<file path="src/rtl/core/mvfb_pkg.sv">
// Shared types, constants and the CRC-16/MCRF4XX byte update for the frame builder.
// No dependencies.
package mvfb_pkg;

    localparam logic [7:0]  FRAME_MAGIC   = 8'hFD;
    localparam logic [15:0] CRC_SEED      = 16'hFFFF;
    localparam int          HDR_BYTES     = 10;
    localparam int          HDR_IDX_W     = 4;
    localparam int          CFG_IDX_W     = 4;
    localparam int          CFG_DATA_W    = 24;

    // header byte positions
    localparam logic [HDR_IDX_W-1:0] HDR_MAGIC = 4'd0;
    localparam logic [HDR_IDX_W-1:0] HDR_LEN   = 4'd1;
    localparam logic [HDR_IDX_W-1:0] HDR_INC   = 4'd2;
    localparam logic [HDR_IDX_W-1:0] HDR_CMP   = 4'd3;
    localparam logic [HDR_IDX_W-1:0] HDR_SEQ   = 4'd4;
    localparam logic [HDR_IDX_W-1:0] HDR_SYS   = 4'd5;
    localparam logic [HDR_IDX_W-1:0] HDR_COMP  = 4'd6;
    localparam logic [HDR_IDX_W-1:0] HDR_MSG0  = 4'd7;
    localparam logic [HDR_IDX_W-1:0] HDR_MSG1  = 4'd8;
    localparam logic [HDR_IDX_W-1:0] HDR_MSG2  = 4'd9;

    // configuration register indexes
    localparam logic [CFG_IDX_W-1:0] REG_SYSTEM_IDENT    = 4'd0;
    localparam logic [CFG_IDX_W-1:0] REG_COMPONENT_IDENT = 4'd1;
    localparam logic [CFG_IDX_W-1:0] REG_MESSAGE_IDENT   = 4'd2;
    localparam logic [CFG_IDX_W-1:0] REG_PAYLOAD_LENGTH  = 4'd3;

    typedef enum logic [1:0] {
        PH_HDR,
        PH_DATA,
        PH_CRC_LO,
        PH_CRC_HI
    } t_phase;

    // where the emitter stands inside the held word
    typedef struct packed {
        t_phase                 phase;
        logic [HDR_IDX_W-1:0]   hdr_idx;
    } t_emit_ctrl;

    // id registers seen by the header mux
    typedef struct packed {
        logic [7:0]  sys_id;
        logic [7:0]  comp_id;
        logic [23:0] msg_id;
        logic [7:0]  length;
    } t_hdr_cfg;

    // one byte of CRC-16/MCRF4XX (reflected 0x1021)
    function automatic logic [15:0] crc_feed(input logic [15:0] crc, input logic [7:0] b);
        logic [7:0] t;
        t = b ^ crc[7:0];
        t = t ^ {t[3:0], 4'b0000};
        return {8'h00, crc[15:8]} ^ {t, 8'h00} ^ {5'b00000, t, 3'b000} ^ {12'h000, t[7:4]};
    endfunction

endpackage

</file>
<file path="src/rtl/core/mvfb_byte_gen.sv">
// Byte selector and CRC step: picks the wire byte for the current emit position
// and computes the running CRC after it. Depends on mvfb_pkg.
module mvfb_byte_gen (
    input  mvfb_pkg::t_emit_ctrl i_ctrl,
    input  mvfb_pkg::t_hdr_cfg   i_cfg,
    input  logic [7:0]           i_seq,
    input  logic [7:0]           i_data,
    input  logic [15:0]          i_crc,
    output logic [7:0]           o_byte,
    output logic [15:0]          o_crc
);
    import mvfb_pkg::*;

    logic [7:0] hdr_byte;

    // header field mux
    always_comb begin
        case (i_ctrl.hdr_idx)
            HDR_MAGIC: hdr_byte = FRAME_MAGIC;
            HDR_LEN:   hdr_byte = i_cfg.length;
            HDR_INC:   hdr_byte = 8'h00;
            HDR_CMP:   hdr_byte = 8'h00;
            HDR_SEQ:   hdr_byte = i_seq;
            HDR_SYS:   hdr_byte = i_cfg.sys_id;
            HDR_COMP:  hdr_byte = i_cfg.comp_id;
            HDR_MSG0:  hdr_byte = i_cfg.msg_id[7:0];
            HDR_MSG1:  hdr_byte = i_cfg.msg_id[15:8];
            HDR_MSG2:  hdr_byte = i_cfg.msg_id[23:16];
            default:   hdr_byte = 8'h00;
        endcase
    end

    // wire byte and CRC after it; magic byte restarts the CRC
    always_comb begin
        case (i_ctrl.phase)
            PH_HDR: begin
                o_byte = hdr_byte;
                o_crc  = (i_ctrl.hdr_idx == HDR_MAGIC) ? CRC_SEED : crc_feed(i_crc, hdr_byte);
            end
            PH_DATA: begin
                o_byte = i_data;
                o_crc  = crc_feed(i_crc, i_data);
            end
            PH_CRC_LO: begin
                o_byte = i_crc[7:0];
                o_crc  = i_crc;
            end
            PH_CRC_HI: begin
                o_byte = i_crc[15:8];
                o_crc  = CRC_SEED;
            end
            default: begin
                o_byte = 8'h00;
                o_crc  = i_crc;
            end
        endcase
    end

endmodule

</file>
<file path="src/rtl/core/mavlink_v2_frame_builder_unit.sv">
// Top level of the MAVLink v2 frame builder: input word register, byte emitter,
// configuration registers and output register. Depends on mvfb_pkg, mvfb_byte_gen.
//
// Usage:
//   Input channel (i_in_valid/o_in_ready) takes one payload byte per word.
//   Output channel (o_out_valid/i_out_ready) gives one wire byte per word,
//   with o_run_last on the last byte caused by an input word and o_frame_end
//   on the high CRC byte that closes a frame.
//   The first payload byte of a frame yields 10 header bytes plus itself;
//   the byte that completes payload_length yields itself plus 2 CRC bytes.
//   Throughput: one output byte per cycle from a single byte emitter while the
//   receiver does not stall the output. A held word accepts its successor in
//   the cycle its last byte is emitted. A taken word waits in the input word
//   register and its bytes go out through the output register.
//   Configuration: i_cfg_we/i_cfg_index/i_cfg_data, for the user to write only
//   when idle; the block does not enforce this. Unknown indexes are ignored.
//   Id changes show in the next header.
//   Reset (synchronous, active low) empties both registers, clears the
//   sequence number and payload count, and loads register defaults.
//   A stalled receiver holds the output byte; the emitter and then the
//   input stall behind it with nothing lost.
module mavlink_v2_frame_builder_unit (
    input  logic                            i_clk,
    input  logic                            i_rst_n,
    input  logic                            i_cfg_we,
    input  logic [mvfb_pkg::CFG_IDX_W-1:0]  i_cfg_index,
    input  logic [mvfb_pkg::CFG_DATA_W-1:0] i_cfg_data,
    input  logic                            i_in_valid,
    output logic                            o_in_ready,
    input  logic [7:0]                      i_payload_byte,
    output logic                            o_out_valid,
    input  logic                            i_out_ready,
    output logic [7:0]                      o_frame_byte,
    output logic                            o_run_last,
    output logic                            o_frame_end
);
    import mvfb_pkg::*;

    // configuration
    logic [7:0]  r_sys_id;
    logic [7:0]  r_comp_id;
    logic [23:0] r_msg_id;
    logic [7:0]  r_length;

    // frame state
    logic [7:0]  r_seq,   n_seq;
    logic [15:0] r_crc,   n_crc;
    logic [7:0]  r_count, n_count;

    // held input word and emit position
    logic        r_item_valid, n_item_valid;
    logic [7:0]  r_item_byte;
    t_emit_ctrl  r_ctrl, n_ctrl;

    // output register
    logic        r_out_valid, n_out_valid;
    logic [7:0]  r_out_byte;
    logic        r_out_last;
    logic        r_out_end;

    t_hdr_cfg    hdr_cfg;
    logic [7:0]  gen_byte;
    logic [15:0] gen_crc;
    logic        emit;
    logic        emit_last;
    logic        in_take;
    logic [7:0]  count_inc;

    assign hdr_cfg = '{sys_id: r_sys_id, comp_id: r_comp_id, msg_id: r_msg_id,
                       length: r_length};

    mvfb_byte_gen u_byte_gen (
        .i_ctrl (r_ctrl),
        .i_cfg  (hdr_cfg),
        .i_seq  (r_seq),
        .i_data (r_item_byte),
        .i_crc  (r_crc),
        .o_byte (gen_byte),
        .o_crc  (gen_crc)
    );

    // configuration writes
    always_ff @(posedge i_clk) begin
        if (!i_rst_n) begin
            r_sys_id  <= 8'd1;
            r_comp_id <= 8'd1;
            r_msg_id  <= 24'd9000;
            r_length  <= 8'd32;
        end else if (i_cfg_we) begin
            case (i_cfg_index)
                REG_SYSTEM_IDENT:    r_sys_id  <= i_cfg_data[7:0];
                REG_COMPONENT_IDENT: r_comp_id <= i_cfg_data[7:0];
                REG_MESSAGE_IDENT:   r_msg_id  <= i_cfg_data[23:0];
                REG_PAYLOAD_LENGTH:  r_length  <= i_cfg_data[7:0];
                default: ;
            endcase
        end
    end

    assign emit      = r_item_valid && (!r_out_valid || i_out_ready);
    assign count_inc = r_count + 8'd1;
    assign o_in_ready = !r_item_valid || (emit && emit_last);
    assign in_take    = i_in_valid && o_in_ready;

    // last byte of the held word
    always_comb begin
        case (r_ctrl.phase)
            PH_DATA:   emit_last = (count_inc != r_length);
            PH_CRC_HI: emit_last = 1'b1;
            default:   emit_last = 1'b0;
        endcase
    end

    // emitter sequencing
    always_comb begin
        n_seq        = r_seq;
        n_crc        = r_crc;
        n_count      = r_count;
        n_ctrl       = r_ctrl;
        n_item_valid = r_item_valid;
        n_out_valid  = r_out_valid;

        if (r_out_valid && i_out_ready) begin
            n_out_valid = 1'b0;
        end

        if (emit) begin
            n_out_valid = 1'b1;
            n_crc       = gen_crc;
            case (r_ctrl.phase)
                PH_HDR: begin
                    if (r_ctrl.hdr_idx == HDR_SEQ) begin
                        n_seq = r_seq + 8'd1;
                    end
                    if (r_ctrl.hdr_idx == HDR_MSG2) begin
                        n_ctrl.phase = PH_DATA;
                    end
                    n_ctrl.hdr_idx = r_ctrl.hdr_idx + 4'd1;
                end
                PH_DATA: begin
                    if (count_inc == r_length) begin
                        n_count      = 8'd0;
                        n_ctrl.phase = PH_CRC_LO;
                    end else begin
                        n_count      = count_inc;
                    end
                end
                PH_CRC_LO: n_ctrl.phase = PH_CRC_HI;
                PH_CRC_HI: n_ctrl.phase = PH_DATA;
                default:   n_ctrl.phase = PH_DATA;
            endcase
            if (emit_last) begin
                n_item_valid = 1'b0;
            end
        end

        // new word: header first when no frame is open
        if (in_take) begin
            n_item_valid   = 1'b1;
            n_ctrl.hdr_idx = HDR_MAGIC;
            n_ctrl.phase   = (n_count == 8'd0) ? PH_HDR : PH_DATA;
        end
    end

    // control registers
    always_ff @(posedge i_clk) begin
        if (!i_rst_n) begin
            r_seq        <= 8'd0;
            r_crc        <= CRC_SEED;
            r_count      <= 8'd0;
            r_item_valid <= 1'b0;
            r_ctrl       <= '{phase: PH_DATA, hdr_idx: HDR_MAGIC};
            r_out_valid  <= 1'b0;
        end else begin
            r_seq        <= n_seq;
            r_crc        <= n_crc;
            r_count      <= n_count;
            r_item_valid <= n_item_valid;
            r_ctrl       <= n_ctrl;
            r_out_valid  <= n_out_valid;
        end
    end

    // payload registers
    always_ff @(posedge i_clk) begin
        if (in_take) begin
            r_item_byte <= i_payload_byte;
        end
        if (emit) begin
            r_out_byte <= gen_byte;
            r_out_last <= emit_last;
            r_out_end  <= (r_ctrl.phase == PH_CRC_HI);
        end
    end

    assign o_out_valid  = r_out_valid;
    assign o_frame_byte = r_out_byte;
    assign o_run_last   = r_out_last;
    assign o_frame_end  = r_out_end;

endmodule
</file>
<file path="config.mk">
export PLATFORM = sky130hd
export DESIGN_NAME = mavlink_v2_frame_builder_unit
export DESIGN_NICKNAME = d
export VERILOG_FILES = /design/src/rtl/core/mvfb_pkg.sv /design/src/rtl/core/mvfb_byte_gen.sv /design/src/rtl/core/mavlink_v2_frame_builder_unit.sv
export SDC_FILE = /design/constraint.sdc
export NUM_CORES = 1
export LEC_CHECK = 0
export BUFFER_PORTS_ARGS = -buffer_cell sky130_fd_sc_hd__buf_2
export CAP_MARGIN = 20
export CORE_UTILIZATION = 50
export DETAILED_ROUTE_END_ITERATION = 16
export HOLD_SLACK_MARGIN = 0.03
export PLACE_DENSITY = 0.74
export SYNTH_ARGS = -nofsm -noshare
export SYNTH_HDL_FRONTEND = slang
export SYNTH_SLANG_ARGS = --single-unit
export TNS_END_PERCENT = 1
</file>
<file path="constraint.sdc">
create_clock -name i_clk -period 4.68 [get_ports i_clk]
set_input_delay 0.936 -clock i_clk [delete_from_list [all_inputs] [get_ports i_clk]]
set_output_delay 0.936 -clock i_clk [all_outputs]
set_load 0.05 [all_outputs]
</file>
==> flow_summary.toml, run 1 <==
[cells_and_area]
antenna_cell_count = 0
multiInputGateArea_sq_mm = 0.00308
final_layout_size_suffix_gt1_share_pct = 12.8
sequential_cell_area_sq_mm = 0.00230
final_util_pct = 57.0
flow.area_growth_from_synthesis_pct = 9.83
num-nets-final = 720
fill_cells = 1041
layoutNonFillerInstCount = 813

[sta]
hold_viol = 0
final_worst_clock_skew_ns = 0.00901
fin_crit_sh_pct = 92.3
tightest_slew_ns = 0.979
slew_violations = 0
timing.hold.ws_ns = 0.458
final.setup.tns_ns = 0
timing.final.crit_period_ns = 4.32
fmax_mhz = 232
finalSetupViolations = 0
grt_setup_unrepaired = "no"
worst_relative_slew_slack_pct = 34.7

[min_path]
timing.hold.worst.start = "r_comp_id[6]"
hp-class = "reg -> reg"

[pwr]
net-switching-power_mw = 0.638
peak_supply_drop_v = 0.000292
clock_power_share_pct = 35.1
power_frac_seq_pct = 46.2
p_sw_share_pct = 28.9
p_leak_nw = 2.36
pwr_density_cell_mw_per_mm2 = 354
internal_power_mw = 1.57
p_comb_share_pct = 18.7

[cts]
post_cts_repair_setup_buffers = 0
cts_resized = 0
clk_pin_slew_ns = 0.07
post_cts_hold_buffer_count = 0
numClockSinks = 106
cts_tree = "built"
clock_tree.htree_level_count = 3
clock_root_cell = "clkbuf_16"
cts.path.max_buffers = 2
tritoncts.num_buffers = 9
insertion_delay_ns = 0.36

[floorplanning]
initial_core_util_pct = 51.9
die_ar_sq_mm = 0.0118
rows = 38
placeableCoreArea_sq_mm = 0.0109
chipWidth_um = 109
dieHeight_um = 109
num_io_pins = 53

[detailed_routing]
met1Wirelength_mm = 6.03
detailedRoute.firstIterationViolations = 422
postRouteWirelength_mm = 14.1
firstDrtPassIters = 8
met3RoutedLength_um = 831
wl_met2_mm = 6.76
maxUsedRoutingLayer = "met4"
vias_per_cell = 6.09
routed-via-count = 4950
drt_drc_violations_left = 0
drt.antenna.violating_nets = 0
route.detailed.wl_per_inst_um = 17.3

[synth]
synth_sequential_area_ratio_pct = 40.5
synth.avg_cell_area_sq_um = 8.76
number_of_enable_type_register_cells_in_the_synthesized_netlist = 18
synth.area.top_cells = "dfxtp_1 (31%), edfxtp_1 (9.5%), xnor2_1 (6.2%), mux2i_1 (5.3%), nand2_1 (5.2%)"
synth_top_cell_by_area = "dfxtp_1"
synth_fp_nets = 700
ys.flop_type = "dfxtp_1"
netlist_top_cells_count = "dfxtp_1 (88), nand2_1 (79), a21oi_1 (55), nor2_1 (53), xnor2_1 (40)"
ys_seq_elements = 106
synthMostInstantiatedCell = "dfxtp_1"
synth_top_area_share_pct = 31.0
yosys_warnings = 0
post_synth_inst_count = 648
synth_async_sr_flop_share_pct = 0
syn-cell-area_sq_mm = 0.00568
synth.lib_cells_used.distinct = 69

[grt]
grt_pass1_wl_mm = 22.9
first_global_vias = 4619
track_usage_pct = 25.5
largest_net_degree_at_the_start_of_global_routing = 58
antenna_found_initial = 0
globalRoute.totalOverflow = 0

[setup_path]
worstSetupStartpoint = "r_count[0]"
cp_data_arrival_time_ns = 3.38
timing.setup.critical_path_class = "reg -> out"
critPathMaxFanout = 13
worstReg2RegStart = "r_ctrl[5]"
worst_setup_path_end_kind = "primary output"
setup.worst_path.start_class = "register"
worst-endpoint-required_ns = 3.74

[placed_design]
globalplace.congestion = 0.901
port_buffers = 52
dp.final_hpwl_mm = 9.97
post-place-cells = 797

[status]
run_status = "completed"

[job]
cap_violations = 0
==> cell families (layout without fill, tap and decap cells) <==
| family | Yosys count | in the layout | synth area share [%] |
|---|---|---|---|
| xor+xnor | 56 | 56 | 9.28 |
| simple gates | 215 | 215 | 17.8 |
| compound gates | 157 | 157 | 18.9 |
| buf+inv | 70 | 95 | 5.18 |
| fa+ha+maj | 11 | 11 | 2.42 |
| flops | 106 | 106 | 40.5 |
| mux | 33 | 33 | 5.88 |
==> stage by stage <==
step	worst slack, ns	instance area, sq um	total power, mW
global placement	0.898	5930	1.44
CTS	0.387	6240	2.22
finish	0.361	6240	2.21
floorplan	1.42	5680	1.35
global route	0.126	6240	2.30
detailed placement	0.780	5930	1.45
==> power by group through the flow <==
stage          clock (mW)  sequential (mW)  combinational, mW
2_1_floorplan           0             1.05              0.305
3_3_place_gp            0             1.04              0.397
3_5_place_dp            0             1.04              0.409
4_1_cts             0.789             1.02              0.412
5_1_grt             0.826             1.03              0.451
6_report            0.775             1.02              0.414
==> area by class of cell <==
class	instances	share of cell area (%)
multi-input combinational	472	49.4
tap	140	2.81
clock buffer	10	3.67
timing repair buffer	55	4.53
inverter	24	1.44
sequential	106	36.9
clock inverter	6	1.20
==> registers in the layout, summed over array words and instances (netlist names) <==
name	cells
r_item_byte	8
o_frame_byte	8
o_out_valid	1
r_msg_id	24
r_count	8
r_sys_id	8
r_seq	8
o_frame_end	1
r_ctrl	6
r_length	8
o_run_last	1
r_item_valid	1
r_crc	16
r_comp_id	8
==> layer usage <==
layer	up-vias	track usage [%]
li1	2369	-
met1	2362	31.6
met2	188	42.0
met3	31	4.16
met4	0	14.5
met5	-	0
==> cells in the final DEF (no fill, tap or decap), types with 9 or more instances in the layout <==
master / netlist / final
nand2_1: 79 / 79
a21oi_1: 55 / 55
nor2b_1: 11 / 11
edfxtp_1: 18 / 18
clkbuf_16: 0 / 9
xnor2_1: 40 / 40
ha_1: 11 / 11
inv_1: 24 / 24
dfxtp_1: 88 / 88
o21ai_0: 13 / 13
xor2_1: 13 / 13
buf_2: 7 / 52
mux2i_1: 30 / 30
o211ai_1: 9 / 9
nand3_1: 28 / 28
nor2_1: 53 / 53
a222oi_1: 14 / 14
==> final timing paths <==
| path | slack [ns] | endpoint | cells after the start |
|---|---|---|---|
| worst max register to register | 1.21 | r_ctrl[4] | 8 |
| worst max-delay path | 0.36 | o_in_ready | 8 |
| worst min register to register | 0.46 | r_comp_id[6] | 2 |
| worst min-delay path | 0.46 | r_comp_id[6] | 2 |
==> critical path, cell delays in order, from the launching register on <==
cell and delay [ns]:
dfxtp_1 0.51, ha_1 0.44, and3_1 0.29, a21oi_1 0.09, nor4_1 0.66, nand3_2 0.43
a21oi_2 0.28, o21ai_2 0.09, buf_2 0.23
(Power assumes the default switching activity.)
==> inputs of run 2 (changes only) <==
Settings changed: RECOVER_POWER set to 50.
==> run 2 against run 1 <==
  * The flow now finishes with violations (capacitance limit, slew limit)
  * Clock-buffer cell count unchanged
  * Wire length decreased by 0.21%
  * Cell count unchanged
  * First-iteration DRC count decreased by 9.2%
  * Total power decreased by 0.11%
  * Die area unchanged
  * Non-clock buffer count unchanged
  * Register-to-register slack about the same
  * Sequential cell count unchanged
  * Worst hold slack improved by 0.0019 ns
  * Sequential share of layout area increased by 0.13 points
  * Maximum frequency increased by 0.86%
  * Critical path type unchanged
==> flow_summary.toml, run 2 (synthesis results as in run 1) <==
[grt]
gr-usage-met3_pct = 4.16
met1_usage_pct = 31.6
track_usage_pct = 25.5
antenna_found_initial = 0
globalRoute.totalOverflow = 0
grt_use_met2_pct = 42.0
grt_pass1_wl_mm = 22.9
first_global_vias = 4619
largest_net_degree_at_the_start_of_global_routing = 58
grt-busiest-layer = "met2"

[cts]
insertion_delay_ns = 0.36
numClockSinks = 106
clock_root_cell = "clkbuf_16"
post_cts_repair_setup_buffers = 0
tritoncts.num_buffers = 9
post_cts_hold_buffer_count = 0
cts_resized = 0
cts_tree = "built"
clk_pin_slew_ns = 0.07
cts.path.max_buffers = 2
clock_tree.htree_level_count = 3

[floorplanning]
rows = 38
num_io_pins = 53
die_ar_sq_mm = 0.0118
initial_core_util_pct = 51.9
chipWidth_um = 109
dieHeight_um = 109
placeableCoreArea_sq_mm = 0.0109

[sta]
fin_crit_sh_pct = 91.5
worst_relative_slew_slack_pct = -71.0
final_worst_clock_skew_ns = 0.00766
hold_viol = 0
slew_violations = 58
tightest_slew_ns = 2.57
grt_setup_unrepaired = "no"
finalSetupViolations = 0
final.setup.tns_ns = 0
fmax_mhz = 234
timing.final.crit_period_ns = 4.28

[detailed_routing]
detailedRoute.firstIterationViolations = 383
route.detailed.wl_per_inst_um = 17.3
drt.antenna.violating_nets = 0
routed-via-count = 4919
postRouteWirelength_mm = 14.1
vias_per_cell = 6.05
firstDrtPassIters = 7
drt_drc_violations_left = 0

[status]
run_status = "finished with violations"
failed_checks = "capacitance limit, slew limit"

[setup_path]
timing.setup.critical_path_class = "reg -> out"
critical_path.max_stage_delay_ns = 0.58
critPathMaxFanout = 13
crit_path_cell_trace = "ha_1 -> nand3_1 -> or3_1 -> a222oi_1 -> nand3_2 -> a21oi_2 -> o21ai_2 -> buf_2"
setup.worst_path.start_class = "register"
worst_setup_path_end_kind = "primary output"
critical-path-slowest-cell = "a222oi_1"
cp_data_arrival_time_ns = 3.35
worst-endpoint-required_ns = 3.74

[pwr]
p_leak_nw = 2.31
pwr_density_cell_mw_per_mm2 = 355
peak_supply_drop_v = 0.000294

[cells_and_area]
num-nets-final = 720
layoutNonFillerInstCount = 813
fill_cells = 1047
top_library_cells_by_usage_in_the_layout_fill_and_taps_aside = "dfxtp_1 (88), nand2_1 (79), a21oi_1 (55), nor2_1 (53)"
postLayoutCellArea_sq_mm = 0.00621
final_layout_size_suffix_gt1_share_pct = 10.7
regMostFlops = "r_msg_id"
layout_top_registers = "r_msg_id: 24 flops, r_crc: 16 flops"
mostFrequentLayoutCell = "dfxtp_1"
antenna_cell_count = 0
max_ffs_per_register = 24
flow.area_growth_from_synthesis_pct = 9.43

[placed_design]
globalplace.congestion = 0.901
dp.final_hpwl_mm = 9.97
port_buffers = 52
post-place-cells = 797
post_dp_cell_area_sq_mm = 0.00593

[job]
cap_violations = 1

[min_path]
hp-class = "reg -> reg"
[run 2: path summary, 6_finish.rpt]
check	startpoint	to	slack (ns)	cells past startpoint
worst min-delay path	r_comp_id[6]	r_comp_id[6]	0.46	2
worst min register to register	r_comp_id[6]	r_comp_id[6]	0.46	2
worst max register to register	r_ctrl[5]	r_ctrl[4]	1.20	8
worst max-delay path	r_count[0]	o_in_ready	0.40	8
[run 2: where the power goes]
| part | leakage, nW | switching (mW) | internal, mW |
|---|---|---|---|
| registers | 0.885 | 0.0456 | 0.975 |
| logic | 1.28 | 0.239 | 0.171 |
| clock network | 0.145 | 0.353 | 0.423 |
| total | 2.31 | 0.637 | 1.57 |
[run 2: final cells by class]
type / instances / area, sq um / share of cell area, %
multi-input combinational: 472 / 3080 / 49.6
clock buffer: 10 / 229 / 3.69
tap: 140 / 175 / 2.82
clock inverter: 6 / 75.1 / 1.21
sequential: 106 / 2300 / 37.1
timing repair buffer: 55 / 260 / 4.19
inverter: 24 / 90.1 / 1.45
[run 2: worst max-delay path: cells and delay by family, from the launching register on]
| kind | cells | cell delay, ns |
|---|---|---|
| compound gates | 3 | 0.95 |
| simple gates | 3 | 0.86 |
| buf+inv | 1 | 0.23 |
| fa+ha+maj | 1 | 0.44 |
| flops | 1 | 0.51 |
[run 2: per-layer routing]
metal	vias to the layer above	part of all wire, %
met5	-	0
met4	0	3.4
met3	29	6.4
met2	185	48
met1	2339	42
li1	2366	-
[run 2: stage by stage]
stage	util, %	power [mW]	hold WS (ns)	setup slack (ns)
after floorplan	-	1.35	0.431	1.42
after global placement	54.2	1.44	0.443	0.898
after detailed placement	54.2	1.45	0.446	0.780
after CTS	57.0	2.22	0.455	0.387
after global routing	56.8	2.30	0.479	0.125
final	56.8	2.21	0.460	0.398
